### src/design/utl_pkg.sv
`timescale 1ns / 1ps

package utl_pkg;

    // Widths of the interface fields.
    localparam int CHAR_W    = 6;
    localparam int OFFSET_W  = 5;
    localparam int PAIR_W    = 7;   // two decimal digits, 0..99
    localparam int YEAR_W    = 7;
    localparam int MONTH_W   = 4;
    localparam int DAY_W     = 5;
    localparam int HOUR_W    = 5;
    localparam int MINUTE_W  = 6;
    localparam int SECOND_W  = 6;

    localparam logic [OFFSET_W-1:0] TZ_OFFSET_RESET = OFFSET_W'(8);

    // ASCII digit bounds.
    localparam logic [CHAR_W-1:0] CHAR_ZERO = CHAR_W'(48);
    localparam logic [CHAR_W-1:0] CHAR_NINE = CHAR_W'(57);

    // Calendar constants.
    localparam logic [PAIR_W-1:0] MONTH_JAN = PAIR_W'(1);
    localparam logic [PAIR_W-1:0] MONTH_FEB = PAIR_W'(2);
    localparam logic [PAIR_W-1:0] MONTH_MAR = PAIR_W'(3);
    localparam logic [PAIR_W-1:0] MONTH_APR = PAIR_W'(4);
    localparam logic [PAIR_W-1:0] MONTH_MAY = PAIR_W'(5);
    localparam logic [PAIR_W-1:0] MONTH_JUN = PAIR_W'(6);
    localparam logic [PAIR_W-1:0] MONTH_JUL = PAIR_W'(7);
    localparam logic [PAIR_W-1:0] MONTH_AUG = PAIR_W'(8);
    localparam logic [PAIR_W-1:0] MONTH_SEP = PAIR_W'(9);
    localparam logic [PAIR_W-1:0] MONTH_OCT = PAIR_W'(10);
    localparam logic [PAIR_W-1:0] MONTH_NOV = PAIR_W'(11);
    localparam logic [PAIR_W-1:0] MONTH_DEC = PAIR_W'(12);
    localparam logic [PAIR_W-1:0] YEAR_LAST = PAIR_W'(99);

    localparam logic [DAY_W-1:0] DAYS_LONG  = DAY_W'(31);
    localparam logic [DAY_W-1:0] DAYS_SHORT = DAY_W'(30);
    localparam logic [DAY_W-1:0] DAYS_FEB   = DAY_W'(28);
    localparam logic [DAY_W-1:0] DAYS_LEAP  = DAY_W'(29);
    localparam logic [DAY_W-1:0] DAYS_NONE  = DAY_W'(0);

    localparam int HOURS_PER_DAY = 24;
    localparam int HOUR_SUM_W    = 8;   // 99 + 31 fits in 8 bits

    // Binary timestamp after the digit decode.
    typedef struct packed {
        logic [PAIR_W-1:0] year;
        logic [PAIR_W-1:0] month;
        logic [PAIR_W-1:0] day;
        logic [PAIR_W-1:0] hour;
        logic [PAIR_W-1:0] minute;
        logic [PAIR_W-1:0] second;
    } ts_bin_t;

    // Local time result.
    typedef struct packed {
        logic [YEAR_W-1:0]   year;
        logic [MONTH_W-1:0]  month;
        logic [DAY_W-1:0]    day;
        logic [HOUR_W-1:0]   hour;
        logic [MINUTE_W-1:0] minute;
        logic [SECOND_W-1:0] second;
        logic                day_advanced;
    } local_time_t;

endpackage

### src/design/utl_pair_decode.sv
`timescale 1ns / 1ps

// Turns two ASCII digits into a binary value 0..99. A character that is
// not a decimal digit counts as zero.
module utl_pair_decode (
    input  logic [utl_pkg::CHAR_W-1:0] tens_char,
    input  logic [utl_pkg::CHAR_W-1:0] ones_char,
    output logic [utl_pkg::PAIR_W-1:0] value
);
    import utl_pkg::*;

    logic [3:0]        tens_digit;
    logic [3:0]        ones_digit;
    logic [PAIR_W-1:0] tens_times_ten;

    always_comb
    begin
        if (tens_char >= CHAR_ZERO && tens_char <= CHAR_NINE)
        begin
            tens_digit = 4'(tens_char - CHAR_ZERO);
        end
        else
        begin
            tens_digit = 4'd0;
        end
        if (ones_char >= CHAR_ZERO && ones_char <= CHAR_NINE)
        begin
            ones_digit = 4'(ones_char - CHAR_ZERO);
        end
        else
        begin
            ones_digit = 4'd0;
        end
    end

    // Ten times the tens digit as 8x + 2x.
    assign tens_times_ten = {tens_digit, 3'b000} + {2'b00, tens_digit, 1'b0};
    assign value          = tens_times_ten + {3'b000, ones_digit};

endmodule

### src/design/utl_calendar.sv
`timescale 1ns / 1ps

// Adds the hour offset and carries a wrapped hour into the day, month and
// year with the Gregorian month lengths.
module utl_calendar (
    input  utl_pkg::ts_bin_t                utc,
    input  logic [utl_pkg::OFFSET_W-1:0]    tz_offset,
    output utl_pkg::local_time_t            local_time
);
    import utl_pkg::*;

    logic [HOUR_SUM_W-1:0] hour_sum;
    logic [HOUR_SUM_W-1:0] hour_m96;
    logic [HOUR_SUM_W-1:0] hour_m48;
    logic [HOUR_SUM_W-1:0] hour_mod;
    logic                  carry;
    logic [PAIR_W-1:0]     day_inc;
    logic [DAY_W-1:0]      limit;
    logic                  leap;
    logic                  rollover;
    logic [PAIR_W-1:0]     day_out;
    logic [PAIR_W-1:0]     month_out;
    logic [PAIR_W-1:0]     year_out;

    assign hour_sum = {1'b0, utc.hour} + {3'b000, tz_offset};
    assign carry    = hour_sum >= HOUR_SUM_W'(HOURS_PER_DAY);

    // The sum is at most 99 + 31 = 130, below 6 * 24, so three conditional
    // subtractions of 96, 48 and 24 reduce it modulo 24.
    assign hour_m96 = (hour_sum >= HOUR_SUM_W'(4 * HOURS_PER_DAY))
                    ? hour_sum - HOUR_SUM_W'(4 * HOURS_PER_DAY) : hour_sum;
    assign hour_m48 = (hour_m96 >= HOUR_SUM_W'(2 * HOURS_PER_DAY))
                    ? hour_m96 - HOUR_SUM_W'(2 * HOURS_PER_DAY) : hour_m96;
    assign hour_mod = (hour_m48 >= HOUR_SUM_W'(HOURS_PER_DAY))
                    ? hour_m48 - HOUR_SUM_W'(HOURS_PER_DAY) : hour_m48;

    // Years 2000 to 2099: divisible by four is the whole leap rule here,
    // since 2000 is a leap year and 2100 is out of range.
    assign leap    = (utc.year[1:0] == 2'b00);
    assign day_inc = utc.day + PAIR_W'(1);

    always_comb
    begin
        unique case (utc.month)
            MONTH_JAN, MONTH_MAR, MONTH_MAY, MONTH_JUL,
            MONTH_AUG, MONTH_OCT, MONTH_DEC:
                limit = DAYS_LONG;
            MONTH_APR, MONTH_JUN, MONTH_SEP, MONTH_NOV:
                limit = DAYS_SHORT;
            MONTH_FEB:
                limit = leap ? DAYS_LEAP : DAYS_FEB;
            default:
                limit = DAYS_NONE;
        endcase
    end

    // A month outside the calendar never rolls over.
    assign rollover = carry && (limit != DAYS_NONE) && (day_inc > {2'b00, limit});

    always_comb
    begin
        day_out   = utc.day;
        month_out = utc.month;
        year_out  = utc.year;
        if (carry)
        begin
            day_out = day_inc;
        end
        if (rollover)
        begin
            day_out = PAIR_W'(1);
            if (utc.month == MONTH_DEC)
            begin
                month_out = MONTH_JAN;
                year_out  = (utc.year >= YEAR_LAST) ? PAIR_W'(0) : utc.year + PAIR_W'(1);
            end
            else
            begin
                month_out = utc.month + PAIR_W'(1);
            end
        end
    end

    always_comb
    begin
        local_time.year  = year_out;
        local_time.month = (month_out > PAIR_W'(15)) ? MONTH_W'(15) : month_out[MONTH_W-1:0];
        local_time.day   = (day_out > PAIR_W'(31)) ? DAY_W'(31) : day_out[DAY_W-1:0];
        local_time.hour  = hour_mod[HOUR_W-1:0];
        local_time.minute       = utc.minute[MINUTE_W-1:0];
        local_time.second       = utc.second[SECOND_W-1:0];
        local_time.day_advanced = carry;
    end

endmodule

### src/design/utc_to_local_time_offset.sv
`timescale 1ns / 1ps

// UTC to local time converter. A transaction on the ts channel carries a
// UTC timestamp as twelve ASCII digits (year 2000-2099, month, day, hour,
// minute, second); the block adds tz_offset_hours (reset value 8) to the
// hour, wraps it modulo 24 and, when it wraps, advances the day, month and
// year by the calendar with Gregorian leap years. Each input transaction
// yields exactly one result transaction on the res channel, and the
// block takes a new timestamp every cycle while res_ready is held high:
// the digits are decoded into a binary input register and the calendar
// logic fills a result register, each stage advancing when it has room
// under the usual valid/ready flow. The offset is written through
// cfg_write/tz_offset_hours and should only change while no transaction
// is in flight. Characters that are not digits count as zero, a day above
// 31 or month above 15 saturates, and year 99 wraps to 0.
module utc_to_local_time_offset (
    input  logic                          clk,
    input  logic                          rst_n,

    input  logic                          cfg_write,
    input  logic [utl_pkg::OFFSET_W-1:0]  tz_offset_hours,

    input  logic                          ts_valid,
    output logic                          ts_ready,
    input  logic [utl_pkg::CHAR_W-1:0]    year_tens_char,
    input  logic [utl_pkg::CHAR_W-1:0]    year_ones_char,
    input  logic [utl_pkg::CHAR_W-1:0]    month_tens_char,
    input  logic [utl_pkg::CHAR_W-1:0]    month_ones_char,
    input  logic [utl_pkg::CHAR_W-1:0]    day_tens_char,
    input  logic [utl_pkg::CHAR_W-1:0]    day_ones_char,
    input  logic [utl_pkg::CHAR_W-1:0]    hour_tens_char,
    input  logic [utl_pkg::CHAR_W-1:0]    hour_ones_char,
    input  logic [utl_pkg::CHAR_W-1:0]    minute_tens_char,
    input  logic [utl_pkg::CHAR_W-1:0]    minute_ones_char,
    input  logic [utl_pkg::CHAR_W-1:0]    second_tens_char,
    input  logic [utl_pkg::CHAR_W-1:0]    second_ones_char,

    output logic                          res_valid,
    input  logic                          res_ready,
    output logic [utl_pkg::YEAR_W-1:0]    local_year,
    output logic [utl_pkg::MONTH_W-1:0]   local_month,
    output logic [utl_pkg::DAY_W-1:0]     local_day,
    output logic [utl_pkg::HOUR_W-1:0]    local_hour,
    output logic [utl_pkg::MINUTE_W-1:0]  local_minute,
    output logic [utl_pkg::SECOND_W-1:0]  local_second,
    output logic                          day_advanced
);
    import utl_pkg::*;

    // Offset register.
    logic [OFFSET_W-1:0] offset_reg;

    // Input stage: decoded timestamp.
    ts_bin_t     ts_next;
    ts_bin_t     ts_reg;
    logic        ts_valid_reg;

    // Result stage.
    local_time_t res_next;
    local_time_t res_reg;
    logic        res_valid_reg;

    logic        res_load;
    logic        ts_load;

    // The result register can take a new value when it is empty or being
    // drained this cycle; the input register likewise when its contents
    // move on to the result register.
    assign res_load = !res_valid_reg || res_ready;
    assign ts_ready = !ts_valid_reg || res_load;
    assign ts_load  = ts_valid && ts_ready;

    always_ff @(posedge clk or negedge rst_n)
    begin
        if (!rst_n)
        begin
            offset_reg <= TZ_OFFSET_RESET;
        end
        else if (cfg_write)
        begin
            offset_reg <= tz_offset_hours;
        end
    end

    // Digit decode ahead of the input register, one pair per field.
    utl_pair_decode u_year (
        .tens_char (year_tens_char),
        .ones_char (year_ones_char),
        .value     (ts_next.year)
    );

    utl_pair_decode u_month (
        .tens_char (month_tens_char),
        .ones_char (month_ones_char),
        .value     (ts_next.month)
    );

    utl_pair_decode u_day (
        .tens_char (day_tens_char),
        .ones_char (day_ones_char),
        .value     (ts_next.day)
    );

    utl_pair_decode u_hour (
        .tens_char (hour_tens_char),
        .ones_char (hour_ones_char),
        .value     (ts_next.hour)
    );

    utl_pair_decode u_minute (
        .tens_char (minute_tens_char),
        .ones_char (minute_ones_char),
        .value     (ts_next.minute)
    );

    utl_pair_decode u_second (
        .tens_char (second_tens_char),
        .ones_char (second_ones_char),
        .value     (ts_next.second)
    );

    always_ff @(posedge clk or negedge rst_n)
    begin
        if (!rst_n)
        begin
            ts_valid_reg <= 1'b0;
        end
        else if (ts_ready)
        begin
            ts_valid_reg <= ts_valid;
        end
    end

    always_ff @(posedge clk)
    begin
        if (ts_load)
        begin
            ts_reg <= ts_next;
        end
    end

    // Offset addition and calendar carry between the two registers.
    utl_calendar u_calendar (
        .utc        (ts_reg),
        .tz_offset  (offset_reg),
        .local_time (res_next)
    );

    always_ff @(posedge clk or negedge rst_n)
    begin
        if (!rst_n)
        begin
            res_valid_reg <= 1'b0;
        end
        else if (res_load)
        begin
            res_valid_reg <= ts_valid_reg;
        end
    end

    always_ff @(posedge clk)
    begin
        if (res_load && ts_valid_reg)
        begin
            res_reg <= res_next;
        end
    end

    assign res_valid    = res_valid_reg;
    assign local_year   = res_reg.year;
    assign local_month  = res_reg.month;
    assign local_day    = res_reg.day;
    assign local_hour   = res_reg.hour;
    assign local_minute = res_reg.minute;
    assign local_second = res_reg.second;
    assign day_advanced = res_reg.day_advanced;

endmodule

### config.mk
export PLATFORM = sky130hd
export DESIGN_NAME = utc_to_local_time_offset
export DESIGN_NICKNAME = d
export VERILOG_FILES = /design/src/design/utl_pkg.sv /design/src/design/utl_pair_decode.sv /design/src/design/utl_calendar.sv /design/src/design/utc_to_local_time_offset.sv
export SDC_FILE = /design/constraint.sdc
export NUM_CORES = 1
export LEC_CHECK = 0
export BUFFER_PORTS_ARGS = -buffer_cell sky130_fd_sc_hd__buf_2
export CAP_MARGIN = 20
export CORE_ASPECT_RATIO = 0.75
export CORE_MARGIN = 4
export CORE_UTILIZATION = 56
export DETAILED_ROUTE_END_ITERATION = 8
export PLACE_DENSITY = 0.87
export SYNTH_ARGS = -nofsm -noshare
export SYNTH_HDL_FRONTEND = slang
export SYNTH_SLANG_ARGS = --single-unit
export TNS_END_PERCENT = 100
### constraint.sdc
create_clock -name clk -period 6.9 [get_ports clk]
set_input_delay 0.345 -clock clk [delete_from_list [all_inputs] [get_ports clk]]
set_output_delay 0.345 -clock clk [all_outputs]
set_load 0.005 [all_outputs]
==> After elaboration in Yosys (flattened, before gate mapping) <==
Cells that the tools add are included.
W data, S select, Z words.
{ "op_classes": {"muxes": 24, "n_reduce_logical": 24, "n_lt_le_gt_ge": 32, "add_sub_neg": 31, "n_eq_ne": 12} }
{ "ops": {"columns": ["operator", "count"], "rows": [
  ["$ge A6 B6 Y1 const B", 12],
  ["$le A6 B6 Y1 const B", 12],
  ["$mux W7", 7],
  ["$mux W4", 12],
  ["$sub A4 B1 Y4 const B", 12],
  ["$eq A7 B4 Y1 const B", 5],
  ["$add A7 B4 Y7", 4],
  ["$add A7 B5 Y7", 4],
  ["$eq A7 B3 Y1 const B", 4],
  ["$add A7 B1 Y7 const B", 3],
  ["$ge A8 B5 Y1 const B", 2],
  ["$logic_and A1 B1 Y1", 16],
  ["$mux W8", 2],
  ["$pmux W5 S3", 1],
  ["$eq A7 B2 Y1 const B", 2],
  ["$add A6 B4 Y6", 2],
  ["$add A6 B5 Y6", 2],
  ["$add A7 B5 Y8", 1],
  ["$ge A8 B6 Y1 const B", 1],
  ["$ge A8 B7 Y1 const B", 1],
  ["$sub A8 B6 Y8 const B", 1],
  ["$sub A8 B7 Y8 const B", 1],
  ["$eq A7 B1 Y1 const B", 1],
  ["$ge A7 B7 Y1 const B", 1],
  ["other kinds (12)", 14]
]} }
{ "totals": {"ff_bits": 81, "in_bits": 82, "output_inout_bits": 36, "wordCells": 139} }

==> Depth between registers and ports, before layout <==
Gate-level depths: netlist (run 1).
{ "logic_depth": {"depth_word": 8, "depth_mapped": 24, "depth_no_buf": 24} }

==> Modules after synthesis <==
Synthesis (run 1) repeated with hierarchy kept, for this count alone.
{ "hier_totals": {"cells_unflattened": 506, "area_unflattened_um2": 5796.8} }
{ "by_module_without_submodules": {"columns": ["module", "seq_area_each_um2", "area_each_um2", "instances", "cells_each"], "rows": [
  ["utc_to_local_time_offset", 2458.6, 2553.7, 1, 94],
  ["utl_pair_decode", 0.0, 301.5, 6, 34],
  ["utl_calendar", 0.0, 1433.9, 1, 208]
]} }

==> Worst setup path before layout (run 1) <==
OpenSTA, ideal clock, no wires.
{ "synth_path": {"path_type": "register to register", "from": "register offset_reg[0]", "to": "register res_reg, in the netlist local_hour[3] (data pin)", "setup_time_ps": 262, "path_stages_with_launch": 23, "setup_slack_ps": 2079, "arrival_ps": 4559, "path_buffers": 0, "required_time_ps": 6638, "period_less_slack_ps": 4821, "path_cell_list": "dfrtp_1 > ha_1 > inv_1 > fa_1 > nand2b_1 > a211oi_1 > o211a_1 > or2_4 > ha_1 > nand4_1 > mux2i_1 > a211oi_1 > mux2i_1 > inv_1 > ha_1 > o32ai_2 > xnor2_1 > ha_1 > nand3_1 > o21a_1 > o211ai_1 > a21oi_1 > mux2_1"} }
{ "synth_lines": {"columns": ["item", "line", "source"], "rows": [
  ["from (decl)", "utc_to_local_time_offset.sv:51", "logic [OFFSET_W-1:0] offset_reg;"],
  ["from (signal assigned)", "utc_to_local_time_offset.sv:81", "offset_reg <= tz_offset_hours;"],
  ["to (signal assigned)", "utc_to_local_time_offset.sv:165", "res_reg <= res_next;"],
  ["to (decl)", "utc_to_local_time_offset.sv:60", "local_time_t res_reg;"]
]} }

==> metrics.cfg, run 1 <==
[layout]
diodes=0
syn2layout_area_growth_pct=19.5
largest_register_ffs=40
final_core_utilization=0.688
layout.nets=782
multiInputGateArea_um2=2970
fillers=675
seq_area_um2=2400
drive_gt1_frac=0.242

[grt]
grt_max_degree=41
grt_pass1_wl_um=19400
grt.total_usage=0.211
grt_antenna_before_repair=0
grt_pass1_vias=4412
gr-total-overflow=0

[clocking]
cts_setup_buffers=0
clock-sinks=81
numCtsBuffers=9
cts_tree=built
clk_latency_ns=0.34
root_buffer=clkbuf_16
clk_path_buf_depth=2
clk_pin_slew_ns=0.06
h-tree-depth=3

[place]
gp_congestion=0.799
port_buffers=117
place_hpwl_um=9460

[logic_synthesis]
yosysMostFrequentCell=edfxtp_1
synth_top_family_by_area=adder cells
synth_nets=657
yosys_warnings=0
synthAdderAreaFrac=0.182
synth_mux_area_frac=0.0209
syn-instance-count=502
synth.distinct_cells=67
synth_top_area_frac=0.399
synth_largest_area_cell=edfxtp_1
ys_async_sr_fraction=0.0864
ys_top_cells_by_count=edfxtp_1, ha_1, inv_1
synth-main-ff-cell=edfxtp_1
synth_edf_count=74
syn_avg_cell_area_um2=11.1
synthSimpleGateAreaFrac=0.157
synth-compound-area-share=0.136
synth-seq-area-share=0.431
synth-seq-cells=81
ys_top_cells_by_area=edfxtp_1, ha_1, fa_1, inv_1, o21ai_0
synth_xor_area_frac=0.0378
netlist_area_um2=5560

[route]
vias=4374
routed_via_density=5.73
first_iter_violations=359
avgRoutedWirePerCell_um=15.8
drtPass1Iterations=4
drc=0
ant_nets=0
totalWireLength_um=12100

[floorplan]
coreArea_um2=9660
start_util=0.576
dieArea_um2=11600
die_h_um=94.3
ios=118
fp.dieW_um=123
fp-row-count=31

[setup_path]
worstPathArrival_ns=5.85
crit_buf_inv=2
cp.required_ns=6.97
worstPathCellList=ha_1 > inv_1 > fa_1 > nand2b_1 > a211oi_1 > o211a_1 > or2_4 > ha_1 > nand4_1 > mux2i_1 > a211oi_1 > mux2i_1 > inv_1 > ha_1 > nor2_1 > o21ai_0 > o32ai_2 > xnor2_1 > ha_1 > nand3_1 > o21a_1 > o211ai_1 > a21oi_1 > mux2_1
cp_slowest_stage_delay_ns=0.52
crit_type=reg -> reg
cp_common_cell=ha_1
start_kind=register
crit_fanout=7
endpoint_kind=register
cp_slowest_cell=a211oi_1
critical-path-top-delay-family=compound AO/OA/AOI/OAI gates

[status]
status=completed

[timing]
min_period_ns=5.78
drv_slew=0
relSlewSlack=0.353
final-hold-violation-count=0
timing.hold.ws_ns=0.218
skew_ns=0.0111
rsz0062_at_grt=no
fin_tns_setup_ns=0
tightest_slew_ns=0.970
maxClockFrequency_mhz=173
finalCritPeriodShare=0.838
setup_viol=0

[power]
vdd_ir_drop_max_v=0.000156
finalPower_mw=1.47
p_leak_nw=3.12
powerDensity_nw_per_um2=221

[worst_hold_path]
worstHoldPathType=in -> reg

[flow_run]
cap_violations=0

## worst reg2reg max path, delay by kind of cell, from the launching register on
kind / cells / cell delay [ns]
AOI/OAI and AO/OA: 8 / 1.65
adders and majority gates: 5 / 1.39
muxes: 3 / 1.07
and+or+nand+nor: 5 / 0.67
DFF: 1 / 0.38
xor gates and xnor gates: 1 / 0.19
buffers and inverters: 2 / 0.15
## where the power goes
group | switching, mW | internal, mW | total [mW]
registers | 0.0227 | 0.594 | 0.617
logic | 0.179 | 0.133 | 0.312
clock network | 0.188 | 0.353 | 0.541
total | 0.390 | 1.08 | 1.47
## metrics by stage
stage | setup slack, ns | cell area [um^2] | instances
after floorplan | 2.08 | 5560 | 502
after global placement | 1.62 | 6290 | 747
after detailed placement | 1.29 | 6290 | 747
after CTS | 1.23 | 6650 | 764
after global routing | 0.812 | 6650 | 764
final | 1.12 | 6650 | 764
## cell type report
cell class | count | share of cell area
multi-input cells | 371 | 0.446
flip-flops and latches | 81 | 0.361
repair buffers | 119 | 0.0907
clock buffers | 9 | 0.0339
inverters | 45 | 0.0254
well taps | 132 | 0.0248
clock inverters | 7 | 0.0179
## kinds of logic (layout without fill, tap and decap cells)
| family | count (synthesis) | after routing |
|---|---|---|
| buffers and inverters | 50 | 180 |
| AO/OA/AOI/OAI | 106 | 106 |
| AND/OR/NAND/NOR | 157 | 157 |
| flip-flops | 81 | 81 |
| adder cells (fa/ha/maj) | 73 | 73 |
| XOR/XNOR | 24 | 24 |
| multiplexers | 11 | 11 |
## placed cells by master, fill, tap and decap left out, types with 7 or more instances in the layout
| cell type | netlist | layout |
|---|---|---|
| clkbuf_16 | 0 | 9 |
| nor3_1 | 17 | 17 |
| nand3_1 | 9 | 9 |
| nand2b_1 | 7 | 7 |
| nor3b_1 | 12 | 12 |
| fa_1 | 13 | 13 |
| o21ai_0 | 33 | 33 |
| inv_1 | 45 | 45 |
| buf_2 | 1 | 117 |
| edfxtp_1 | 74 | 74 |
| a21o_1 | 13 | 13 |
| a21oi_1 | 16 | 16 |
| xor2_1 | 9 | 9 |
| nor2b_1 | 7 | 7 |
| nand2_1 | 38 | 38 |
| nor2_1 | 22 | 22 |
| and2_1 | 8 | 7 |
| ha_1 | 60 | 60 |
| and4_1 | 11 | 11 |
| xnor2_1 | 15 | 15 |
## worst paths after layout
kind	from	endpoint	slack, ns	cells after the start
worst min-delay path	ts_valid	ts_valid_reg	0.22	2
worst min register to register	ts_reg[3]	local_second[3]	0.42	0
max in group asynchronous	rst_n	offset_reg[3]	6.27	2
worst max register to register	offset_reg[0]	local_hour[3]	1.12	24
worst max-delay path	offset_reg[0]	local_hour[3]	1.12	24
min in group asynchronous	rst_n	offset_reg[2]	0.39	2
## layer usage
layer	up-vias	track usage	wire [um]
met3	29	0.0415	629
met1	2066	0.255	5080
met5	-	0	0
met4	0	0.0774	301
met2	146	0.376	6090
li1	2133	-	-
## timing repair
action,CTS,global route
endpoints found under the hold margin,6,0
setup endpoints to repair,0,0
hold buffers,1,0
gates resized for setup,0,0
Note: power is estimated with default switching activity, not from simulation.
==> run 2: changes to the inputs <==
Settings changed: ABC_AREA set to 1, CORE_UTILIZATION 56 to 50, PLACE_DENSITY 0.87 to 0.82.
Clock period 6.9 ns to 5.2 ns, I/O delays scaled along.
==> run 2 against run 1 <==
Effect of this change: die area rose by 11%; worst hold slack got worse by 0.063 ns; sequential power increased by 35%; utilization fell by 6.0 points; via count shrank 0.14%; global-route usage down 2.7 points; combinational power increased by 48%; clock power up 14%; register-to-register slack better by 0.21 ns; maximum frequency up 49%; clock-buffer cell count did not move; wire length down 6.2%; critical path type unchanged; critical endpoint unchanged; largest cell class unchanged; largest power group unchanged.
==> metrics.cfg, run 2 <==
[power]
p_leak_nw=3.55  ; was 3.12 nW
vdd_ir_drop_max_v=0.000176  ; was 0.000156 V
netSwitchingFraction=0.309  ; was 0.265
power_frac_seq=0.437  ; was 0.420
p_clk_frac=0.323  ; was 0.368
p_comb_frac=0.240  ; was 0.212
p_int_mw=1.32  ; was 1.08 mW
powerDensity_nw_per_um2=290  ; was 221 nW/um^2
p_sw_mw=0.593  ; was 0.390 mW

[timing]
fin_tns_setup_ns=0  ; unchanged
finalCritPeriodShare=0.744  ; was 0.838
drv_slew=0  ; unchanged
min_period_ns=3.87  ; was 5.78 ns
tightest_slew_ns=0.523  ; was 0.970 ns
timing.hold.ws_ns=0.155  ; was 0.218 ns
skew_ns=0.00900  ; was 0.0111 ns
setup_viol=0  ; unchanged
rsz0062_at_grt=no  ; unchanged
maxClockFrequency_mhz=259  ; was 173 MHz
relSlewSlack=0.651  ; was 0.353
final-hold-violation-count=0  ; unchanged

[clocking]
hold_buffers=1  ; unchanged
cts_tree=built  ; unchanged
h-tree-depth=3  ; unchanged
clock-sinks=81  ; unchanged
numCtsBuffers=9  ; unchanged
root_buffer=clkbuf_16  ; unchanged
post_cts_resized=0  ; unchanged
clk_latency_ns=0.34  ; about the same
clk_path_buf_depth=2  ; unchanged
cts_setup_buffers=0  ; unchanged
clk_pin_slew_ns=0.07  ; was 0.06 ns

[logic_synthesis]
synth-seq-cells=81  ; unchanged
ys_top_cells_by_area=edfxtp_1, ha_1, inv_1, nand2_1, fa_1  ; was edfxtp_1, ha_1, fa_1, inv_1, o21ai_0
synth_largest_area_cell=edfxtp_1  ; unchanged
synth-main-ff-cell=edfxtp_1  ; unchanged
synth_top_area_frac=0.401  ; was 0.399
ys_top_cells_by_count=inv_1, nand2_1, edfxtp_1  ; was edfxtp_1, ha_1, inv_1
synth.distinct_cells=39  ; was 67
yosys_warnings=0  ; unchanged
synth-seq-area-share=0.433  ; was 0.431
synth_nets=737  ; was 657
syn-instance-count=582  ; was 502
syn_avg_cell_area_um2=9.52  ; was 11.1 um^2
synth_edf_count=74  ; unchanged
netlist_area_um2=5540  ; was 5560 um^2
ys_async_sr_fraction=0.0864  ; unchanged

[setup_path]
r2r-end=local_hour[3]  ; unchanged
crit_type=reg -> reg  ; unchanged
start_kind=register  ; unchanged
worstPathArrival_ns=3.96  ; was 5.85 ns
crit_path_start=offset_reg[0]  ; unchanged
crit_fanout=4  ; was 7
rrSetupSlack_ns=1.33  ; was 1.12 ns
crit_end=local_hour[3]  ; unchanged
r2r_cells=27  ; was 24
regToRegStartpoint=offset_reg[0]  ; unchanged
cp.required_ns=5.30  ; was 6.97 ns
endpoint_kind=register  ; unchanged

[grt]
grt.total_usage=0.184  ; was 0.211
gr-total-overflow=0  ; unchanged
grt_antenna_before_repair=0  ; unchanged
grt_max_degree=41  ; unchanged
grt_pass1_vias=4485  ; was 4412
grt_pass1_wl_um=19300  ; was 19400 um

[layout]
largest_register_ffs=40  ; unchanged
diodes=0  ; unchanged
final_cell_mix=buf_2, inv_1, nand2_1  ; was buf_2, edfxtp_1, ha_1
syn2layout_area_growth_pct=19.4  ; was 19.5%
drive_gt1_frac=0.242  ; about the same
layout.nets=866  ; was 782
final_common_cell=buf_2  ; unchanged

[route]
routed_via_density=5.13  ; was 5.73
totalWireLength_um=11400  ; was 12100 um
drtPass1Iterations=5  ; was 4
avgRoutedWirePerCell_um=13.3  ; was 15.8 um
vias=4368  ; was 4374
first_iter_violations=341  ; was 359
drc=0  ; unchanged
ant_nets=0  ; unchanged

[place]
port_buffers=117  ; unchanged
place_hpwl_um=8990  ; was 9460 um
gp_congestion=0.924  ; was 0.799

[flow_run]
cap_violations=0  ; unchanged

[worst_hold_path]
worstHoldPathType=in -> reg  ; unchanged

[floorplan]
fp.dieW_um=130  ; was 123 um
start_util=0.526  ; was 0.576
fp-row-count=32  ; was 31
dieArea_um2=12800  ; was 11600 um^2
die_h_um=99.2  ; was 94.3 um
coreArea_um2=10500  ; was 9660 um^2
ios=118  ; unchanged

[status]
status=completed  ; unchanged

==> run 2: cell count changes after synthesis, moves of 7 or more <==
| cell | change |
|---|---|
| a21o_1 | -11 |
| nor3b_1 | -11 |
| nor2b_1 | -7 |
| inv_1 | +56 |
| xnor2_1 | -15 |
| nand4_1 | +14 |
| and4_1 | -11 |
| inv_2 | +7 |
| nand2b_1 | -7 |
| nor2_1 | +18 |
| xor2_1 | +17 |
| nand3_1 | +33 |
| nand2_1 | +63 |
| nor3_1 | -16 |
==> run 2: through the flow <==
| stage | std cells | utilization | instance area (um^2) | setup slack, ns | power (mW) |
|---|---|---|---|---|---|
| after floorplan | 582 | - | 5540 | 1.80 | 1.15 |
| after global placement | 834 | 0.598 | 6290 | 1.67 | 1.27 |
| after global routing | 852 | 0.628 | 6610 | 0.963 | 2.03 |
| final | 852 | 0.628 | 6610 | 1.33 | 1.92 |
| after CTS | 851 | 0.626 | 6590 | 1.37 | 1.93 |
| after detailed placement | 834 | 0.598 | 6290 | 1.38 | 1.30 |
==> run 2: worst min-delay path by stage <==
stage | to | start | depth (start not counted) | slack [ns]
floorplan | offset_reg[0] | rst_n | 0 | -0.04
global route | offset_reg[0] | tz_offset_hours[0] | 2 | 0.16
detailed placement | ts_valid_reg | rst_n | 1 | 0.12
global placement | ts_valid_reg | rst_n | 1 | 0.11
CTS | ts_valid_reg | ts_valid | 3 | 0.15
finish | ts_valid_reg | ts_valid | 3 | 0.16
==> run 2: power by group through the flow <==
stage	clock network (mW)	logic, mW	registers [mW]
floorplan	0	0.302	0.851
global placement	0	0.425	0.849
detailed placement	0	0.451	0.852
CTS	0.633	0.457	0.838
global route	0.664	0.525	0.843
finish	0.619	0.461	0.836
==> run 2: final cells by class <==
cell class / instances / area (um^2)
multi-input cells: 389 / 2720
well taps: 136 / 170
repair buffers: 120 / 623
clock buffers: 9 / 225
inverters: 110 / 415
fillers: 861 / 3920
clock inverters: 7 / 66.3
flip-flops and latches: 81 / 2400
==> run 2: cell families after synthesis <==
| group | synth area share |
|---|---|
| simple gates | 0.194 |
| buf+inv | 0.0790 |
| flops | 0.433 |
| fa+ha+maj | 0.182 |
| compound gates | 0.0556 |
| xor+xnor | 0.0440 |
| mux | 0.0117 |
==> run 2: critical path, stage by stage, from the launching register on <==
cell and delay (ns):
dfrtp_1 0.37, ha_1 0.20, inv_1 0.06, fa_1 0.40
inv_1 0.10, nand2_1 0.10, nand3_1 0.10, nand2_1 0.06
nand2_1 0.10, ha_1 0.18, inv_1 0.06, nor2_1 0.10
nand3_1 0.13, nand3_1 0.14, nand2_1 0.08, and2_1 0.17
ha_1 0.19, inv_1 0.10, nand3_2 0.11, nand2_1 0.08
nand2_2 0.07, ha_1 0.18, nand4_1 0.09, nand2_1 0.07
nor2_2 0.14, nand3_1 0.11, nand2_1 0.08, nand2_1 0.05
==> run 2: layer usage <==
metal,wire length [um],GRT usage,up-vias
met5,0,0,-
met4,206,0.0591,0
met3,527,0.0258,19
met2,5910,0.346,125
met1,4700,0.216,2023
li1,-,-,2201
